$ cat config.mk
export PLATFORM = sky130hd
export DESIGN_NAME = pmg_arith
export DESIGN_NICKNAME = d
export VERILOG_FILES = /design/src/pmg_pkg.sv /design/src/pmg_arith.sv
export VERILOG_INCLUDE_DIRS = /design/src /design/src/src
export SDC_FILE = /design/constraint.sdc
export NUM_CORES = 2
export LEC_CHECK = 0
export BUFFER_PORTS_ARGS = -buffer_cell sky130_fd_sc_hd__buf_2
export CORE_ASPECT_RATIO = 1.25
export CORE_MARGIN = 2
export CORE_UTILIZATION = 45
export CTS_CLUSTER_DIAMETER = 100
export CTS_CLUSTER_SIZE = 25
export DETAILED_ROUTE_END_ITERATION = 8
export PLACE_DENSITY = 0.7
export SETUP_SLACK_MARGIN = 0.02
export SYNTH_ARGS = -nofsm -noshare
export SYNTH_HDL_FRONTEND = slang
export SYNTH_SLANG_ARGS = --single-unit
$ cat constraint.sdc
create_clock -name i_clk -period 8.5 [get_ports i_clk]
set_input_delay 1.7 -clock i_clk [delete_from_list [all_inputs] [get_ports i_clk]]
set_output_delay 1.7 -clock i_clk [all_outputs]
set_load 0.005 [all_outputs]
$ cat src/masked_pyramid_gradient_defines.svh
// ----------------------------------------------------------------------------
// masked pyramid gradient assertion macros
// concurrent checks, compiled out when SYNTHESIS is set
// ----------------------------------------------------------------------------
`ifndef MASKED_PYRAMID_GRADIENT_DEFINES_SVH
`define MASKED_PYRAMID_GRADIENT_DEFINES_SVH

`ifndef SYNTHESIS
// checked outside reset
`define PMG_ASSERT(lbl, clk, rst_n, prop, msg) \
    lbl: assert property (@(posedge clk) disable iff (!rst_n) (prop)) else $error(msg);
// checked at every edge, reset included
`define PMG_ASSERT_ALWAYS(lbl, clk, prop, msg) \
    lbl: assert property (@(posedge clk) (prop)) else $error(msg);
`else
`define PMG_ASSERT(lbl, clk, rst_n, prop, msg)
`define PMG_ASSERT_ALWAYS(lbl, clk, prop, msg)
`endif

`endif

$ cat src/pmg_pkg.sv
// ----------------------------------------------------------------------------
// pmg_pkg
// shared types and constants of the masked pyramid gradient block
// ----------------------------------------------------------------------------
package pmg_pkg;

    localparam int PIX_W      = 16;
    localparam int GRAD_W     = 17;
    localparam int SQ_W       = 32;
    localparam int MAG_W      = 33;
    localparam int PSUM_W     = 17;
    localparam int SUM_W      = 18;
    localparam int PCNT_W     = 2;
    localparam int CNT_W      = 3;
    localparam int CFG_W      = 12;
    localparam int CFG_IDX_W  = 2;

    localparam logic [CFG_IDX_W-1:0] REG_LEVEL_WIDTH  = 2'd0;
    localparam logic [CFG_IDX_W-1:0] REG_LEVEL_HEIGHT = 2'd1;
    localparam logic [CFG_IDX_W-1:0] REG_DOWN_ENABLE  = 2'd2;

    localparam logic [CFG_W-1:0] RST_LEVEL_WIDTH  = 12'd640;
    localparam logic [CFG_W-1:0] RST_LEVEL_HEIGHT = 12'd480;
    localparam int MIN_WIDTH  = 4;
    localparam int MIN_HEIGHT = 3;

    // floor(x / 3) = (x * DIV3_MUL) >> DIV3_SHIFT for x < 2**19
    localparam int DIV3_MUL_W  = 19;
    localparam logic [DIV3_MUL_W-1:0] DIV3_MUL = 19'd349526;
    localparam int DIV3_SHIFT  = 20;
    localparam int DIV3_PROD_W = SUM_W + DIV3_MUL_W;

    typedef logic [PIX_W-1:0] t_pix;

    typedef struct packed {
        logic grad;
        logic down;
        logic last;
    } t_flags;

    typedef struct packed {
        logic right;
        logic left;
        logic above;
    } t_win_ok;

    typedef struct packed {
        logic [PCNT_W-1:0] cnt;
        logic [PSUM_W-1:0] sum;
    } t_pair;

endpackage

$ cat src/pmg_arith.sv
// ----------------------------------------------------------------------------
// pmg_arith
// difference, square and masked mean stages with output register
// ----------------------------------------------------------------------------
`include "masked_pyramid_gradient_defines.svh"

module pmg_arith (
    input  logic                                 i_clk,
    input  logic                                 i_rst_n,
    input  logic                                 i_acc,
    input  pmg_pkg::t_pix                        i_below,
    input  logic [pmg_pkg::PSUM_W-1:0]           i_psum,
    input  logic [pmg_pkg::PCNT_W-1:0]           i_pcnt,
    input  pmg_pkg::t_flags                      i_flags,
    input  pmg_pkg::t_pix                        i_right,
    input  pmg_pkg::t_pix                        i_left,
    input  pmg_pkg::t_pix                        i_above,
    input  pmg_pkg::t_win_ok                     i_ok,
    input  pmg_pkg::t_pair                       i_pair,
    input  logic                                 i_stall,
    output logic                                 o_s1_free,
    output logic                                 o_valid,
    output logic signed [pmg_pkg::GRAD_W-1:0]    o_grad_x,
    output logic signed [pmg_pkg::GRAD_W-1:0]    o_grad_y,
    output logic [pmg_pkg::MAG_W-1:0]            o_grad_mag_sq,
    output logic                                 o_grad_valid,
    output pmg_pkg::t_pix                        o_down_pixel,
    output logic                                 o_down_valid,
    output logic                                 o_frame_last
);
    import pmg_pkg::*;

    logic adv_out, adv3, adv2, adv1;

    // stage 1: capture beside the ram read data
    logic                r_v1;
    t_flags              r_f1;
    t_pix                r_below1;
    logic [PSUM_W-1:0]   r_psum1;
    logic [PCNT_W-1:0]   r_pcnt1;

    t_pix                rv, lv, av;
    logic signed [GRAD_W-1:0] gx1, gy1;
    logic [SUM_W-1:0]    dsum1;
    logic [CNT_W-1:0]    dcnt1;

    // stage 2
    logic                r_v2;
    t_flags              r_f2;
    logic signed [GRAD_W-1:0] r_gx2, r_gy2;
    logic [SUM_W-1:0]    r_dsum2;
    logic [CNT_W-1:0]    r_dcnt2;

    logic signed [2*GRAD_W-1:0] sqx_full, sqy_full;
    logic [DIV3_PROD_W-1:0]     prod3;

    // stage 3
    logic                r_v3;
    t_flags              r_f3;
    logic signed [GRAD_W-1:0] r_gx3, r_gy3;
    logic [SQ_W-1:0]     r_sqx3, r_sqy3;
    logic [SUM_W-1:0]    r_dsum3;
    logic [CNT_W-1:0]    r_dcnt3;
    t_pix                r_q3;

    logic [MAG_W-1:0]    mag3;
    t_pix                dpix3;

    // output register
    logic                r_vo;
    logic signed [GRAD_W-1:0] r_gx_o, r_gy_o;
    logic [MAG_W-1:0]    r_mag_o;
    logic                r_gv_o, r_dv_o, r_last_o;
    t_pix                r_dpix_o;

    assign adv_out   = !r_vo || !i_stall;
    assign adv3      = !r_v3 || adv_out;
    assign adv2      = !r_v2 || adv3;
    assign adv1      = !r_v1 || adv2;
    assign o_s1_free = adv1;

    always_comb begin
        rv    = i_ok.right ? i_right : '0;
        lv    = i_ok.left  ? i_left  : '0;
        av    = i_ok.above ? i_above : '0;
        gx1   = '0;
        gy1   = '0;
        if (r_f1.grad && rv != '0 && lv != '0) begin
            gx1 = $signed({1'b0, rv}) - $signed({1'b0, lv});
        end
        if (r_f1.grad && r_below1 != '0 && av != '0) begin
            gy1 = $signed({1'b0, r_below1}) - $signed({1'b0, av});
        end
        dsum1 = {1'b0, r_psum1} + {1'b0, i_pair.sum};
        dcnt1 = {1'b0, r_pcnt1} + {1'b0, i_pair.cnt};
    end

    assign sqx_full = r_gx2 * r_gx2;
    assign sqy_full = r_gy2 * r_gy2;
    assign prod3    = DIV3_PROD_W'(r_dsum2) * DIV3_PROD_W'(DIV3_MUL);

    always_comb begin
        mag3 = {1'b0, r_sqx3} + {1'b0, r_sqy3};
        unique case (r_dcnt3)
            3'd1:    dpix3 = PIX_W'(r_dsum3);
            3'd2:    dpix3 = PIX_W'(r_dsum3 >> 1);
            3'd3:    dpix3 = r_q3;
            3'd4:    dpix3 = PIX_W'(r_dsum3 >> 2);
            default: dpix3 = '0;
        endcase
    end

    always_ff @(posedge i_clk) begin
        if (!i_rst_n) begin
            r_v1 <= 1'b0;
            r_v2 <= 1'b0;
            r_v3 <= 1'b0;
            r_vo <= 1'b0;
        end else begin
            if (adv1) begin
                r_v1 <= i_acc;
            end
            if (adv2) begin
                r_v2 <= r_v1;
            end
            if (adv3) begin
                r_v3 <= r_v2;
            end
            if (adv_out) begin
                r_vo <= r_v3 && (r_f3.grad || r_f3.down);
            end
        end
    end

    always_ff @(posedge i_clk) begin
        if (adv1 && i_acc) begin
            r_f1     <= i_flags;
            r_below1 <= i_below;
            r_psum1  <= i_psum;
            r_pcnt1  <= i_pcnt;
        end
        if (adv2 && r_v1) begin
            r_f2    <= r_f1;
            r_gx2   <= gx1;
            r_gy2   <= gy1;
            r_dsum2 <= dsum1;
            r_dcnt2 <= dcnt1;
        end
        if (adv3 && r_v2) begin
            r_f3    <= r_f2;
            r_gx3   <= r_gx2;
            r_gy3   <= r_gy2;
            r_sqx3  <= SQ_W'($unsigned(sqx_full));
            r_sqy3  <= SQ_W'($unsigned(sqy_full));
            r_dsum3 <= r_dsum2;
            r_dcnt3 <= r_dcnt2;
            r_q3    <= PIX_W'(prod3 >> DIV3_SHIFT);
        end
        if (adv_out && r_v3) begin
            r_gx_o   <= r_gx3;
            r_gy_o   <= r_gy3;
            r_mag_o  <= mag3;
            r_gv_o   <= r_f3.grad;
            r_dv_o   <= r_f3.down;
            r_dpix_o <= r_f3.down ? dpix3 : '0;
            r_last_o <= r_f3.last;
        end
    end

    assign o_valid       = r_vo;
    assign o_grad_x      = r_gx_o;
    assign o_grad_y      = r_gy_o;
    assign o_grad_mag_sq = r_mag_o;
    assign o_grad_valid  = r_gv_o;
    assign o_down_pixel  = r_dpix_o;
    assign o_down_valid  = r_dv_o;
    assign o_frame_last  = r_last_o;

    `PMG_ASSERT(a_has_result, i_clk, i_rst_n, o_valid |-> (o_grad_valid || o_down_valid), "empty result transfer")
    `PMG_ASSERT(a_grad_zero, i_clk, i_rst_n, (o_valid && !o_grad_valid) |-> (o_grad_x == '0 && o_grad_y == '0 && o_grad_mag_sq == '0), "gradient fields set without gradient")
    `PMG_ASSERT(a_down_zero, i_clk, i_rst_n, (o_valid && !o_down_valid) |-> (o_down_pixel == '0), "down pixel set without downsample")

endmodule

==> impl_metrics.yaml <==
status:
  outcome: "finished clean"
sta:
  holdWs_ns: 0.425
  rsz0062_at_grt: "no"
  drv_slew: 0
  tns_ns: 0
  fmax_ghz: 0.144
  setup_ws_ns: 1.56
  clock_skew_ns: 0.0511
  finalHoldViolCount: 0
  post-route-min-period_ns: 6.94
  setup_viol: 0
  period_share: 0.817
  max_slew.worst_pin.slew_ns: 1.18
  maxSlewHeadroom: 0.208
power_and_ir_drop:
  p_clk_frac: 0.117
  power.density_nw_per_um2: 225
  swShare: 0.431
  leakage_nw: 20.0
  p_seq_frac: 0.247
  peakVddDrop_uv: 388
  p_int_w: 0.00525
  comb_power_share: 0.636
  netSwitchingPower_w: 0.00398
floorplan:
  start_util: 0.454
  die_w_um: 265
  die_area_um2: 87200
  fp.dieH_um: 330
  coreArea_um2: 84100
  io_pins: 200
  rows: 119
setup_path:
  rr_worst_depth: 19
  r2r-end: "r_sqx3[31]$_DFFE_PP_"
  required_ns: 8.84
  end_kind: "flip-flop"
  worst-endpoint-arrival_ns: 7.28
  critPathMaxStageDelay_ns: 0.82
  crit_type: "reg -> reg"
  critPathMaxFanout: 33
  cp_num_buf_inv: 4
  ff2ff_setup_slack_ns: 1.56
  crit_top_cell: "fa_1"
  worstPathCellList: "and2_1 -> fa_1 -> inv_1 -> fa_1 -> inv_1 -> fa_1 -> fa_1 -> fa_1 -> inv_1 -> fa_1 -> inv_1 -> ha_1 -> and3_1 -> a221oi_1 -> nor3b_1 -> a211oi_1 -> nor3b_1 -> a21oi_1 -> xnor2_1"
  cp_top_family: "adder cells"
  timing.rr.start: "r_gx2[16]$_SDFFCE_PN0P_"
  worst_setup_path_start_kind: "flip-flop"
  crit_slowest_cell: "edfxtp_1"
logic_synthesis:
  synth_top_area_cell: "fa_1"
  synthMuxAreaShare: 0.000852
  synth_xor_area_frac: 0.0365
  synth_area_leaders: "fa_1 33%, edfxtp_1 25%, ha_1 13%"
  synthTopCellsByCount: "907 x inv_1, 625 x fa_1, 401 x ha_1"
  syn_nets: 4701
  synth_seq_cells: 320
  synth_top_area_frac: 0.328
  synthDistinctLibCells: 77
  synth.avg_cell_area_um2: 10.7
  synth_top_family_by_area: "adder cells"
  yosys.area_share.simple: 0.0936
  synth_area_um2: 38200
  synth-adder-area-share: 0.459
  yosysMostFrequentCell: "inv_1"
  synthFlopType: "edfxtp_1"
  netlist_instances: 3563
  synth_edf_count: 316
  ys_seq_area_frac: 0.251
  yosysWarnings: 0
  synth-compound-area-share: 0.0640
  synth-async-reset-ratio: 0
clock_tree:
  postCtsResizedCells: 0
  cts_buffers: 20
  cts_sinks: 320
  clock_path_buffers: 3
  ctsHoldBuffers: 0
  cts_tree: "done"
  clock_latency_ns: 0.59
  cts_setup_buffers: 0
  clkTransAtPathRegs_ns: 0.10
  htreeDepth: 1
  cts_root_buffer: "clkbuf_16"
detailed_routing:
  firstDrtPassIters: 5
  routed_via_density: 5.14
  drt_iter0_markers: 1252
  finalWirelength_mm: 83.1
  antenna_left: 0
  drc: 0
  vias: 24900
  wire_per_inst_um: 17.2
worst_hold_path:
  worstHoldStart: "r_f3[0]$_DFFE_PP_"
  min_to: "o_frame_last$_DFFE_PP_"
  hold_path.class: "reg -> reg"
  holdPathStages: 0
global_routing:
  overflow: 0
  first_global_vias: 27100
  antenna_found_initial: 3
  grt_pass1_wl_mm: 137
  grt_util_all_layers: 0.198
  grt_max_degree: 65
finish:
  layout-drive-gt1-share: 0.0758
  fill_cells: 7612
  area_growth_pct: 7.68
  final_nets: 4874
  fin_cells: 4838
  fin_area_um2: 41100
placed_design:
  place.gp.congestion: 0.948
  dp_hpwl_mm: 68.2
  io_buffers: 199
  placedCellCount: 4803
  place_ws_ns: 1.55
  placed_area_um2: 40500
job:
  drv_cap: 0
[per-layer routing]
layer  part of all wire  global-route usage
met5            0.00048                   0
met4              0.032              0.0620
met3              0.044              0.0223
met2               0.53               0.376
met1               0.39               0.234
[cell families (layout without fill, tap and decap cells)]
group / count (synthesis) / after routing
compound gates: 367 / 367
xor+xnor: 159 / 159
fa+ha+maj: 1026 / 1026
buf+inv: 970 / 1155
flops: 320 / 320
mux: 3 / 3
other cells: 0 / 1
simple gates: 718 / 718
[state kept, by name (all words and copies together) (netlist names), 16 cells and up]
name,count
r_sqy3,30
r_gx2,17
r_sqx3,30
r_q3,16
o_grad_x,17
r_gx3,17
r_dsum2,18
r_gy3,17
o_grad_y,17
r_below1,16
o_grad_mag_sq,33
r_dsum3,18
o_down_pixel,16
r_gy2,17
r_psum1,17
[layout make-up]
class	count	area [µm²]	share of cell area
Tap cell	1089	1360	0.0331
Clock buffer	23	512	0.0124
Timing Repair Buffer	214	1110	0.0270
Inverter	907	3400	0.0828
Multi-Input combinational cell	2273	25000	0.608
Clock inverter	11	146	0.00356
Sequential cell	320	9570	0.233
Antenna cell	1	2.50	0.0000609
[worst max path at each step]
stage          cells after the start  slack (ns)                    start              endpoint
6_report                          19        1.56  r_gx2[16]$_SDFFCE_PN0P_  r_sqx3[31]$_DFFE_PP_
5_1_grt                           19        0.94  r_gx2[16]$_SDFFCE_PN0P_  r_sqx3[31]$_DFFE_PP_
2_1_floorplan                      3        1.67                  i_stall  r_dcnt2[0]$_DFFE_PP_
3_5_place_dp                      19        1.55  r_gx2[16]$_SDFFCE_PN0P_  r_sqx3[31]$_DFFE_PP_
3_3_place_gp                      19        1.70  r_gx2[16]$_SDFFCE_PN0P_  r_sqx3[31]$_DFFE_PP_
4_1_cts                           19        1.57  r_gx2[16]$_SDFFCE_PN0P_  r_sqx3[31]$_DFFE_PP_
[power groups by stage]
stage,clock [W],sequential (W),combinational [W]
finish,0.00108,0.00228,0.00587
global route,0.00116,0.00229,0.00678
CTS,0.00112,0.00228,0.00590
detailed placement,0,0.00232,0.00585
global placement,0,0.00232,0.00571
floorplan,0,0.00226,0.00458
[placed cells by master, fill, tap and decap left out, drive strengths merged, types with 32 or more instances in the layout]
cell type	synthesis	routed
buf	0	214
nor2	124	124
ha	401	401
o21ai	64	64
nor2b	42	42
xor2	43	43
edfxtp	316	316
fa	625	625
a21o	36	36
nand2	241	241
and2	131	131
a22oi	32	32
nand3	34	34
a21oi	107	107
xnor2	116	116
inv	907	913
[per-stage QoR]
| stage | util | total power (W) |
|---|---|---|
| 6_report | 0.489 | 0.00923 |
| 5_1_grt | 0.489 | 0.0102 |
| 4_1_cts | 0.489 | 0.00930 |
| 3_5_place_dp | 0.481 | 0.00816 |
| 3_3_place_gp | 0.481 | 0.00803 |
| 2_1_floorplan | - | 0.00683 |
Power figures use the tool's default switching activity.
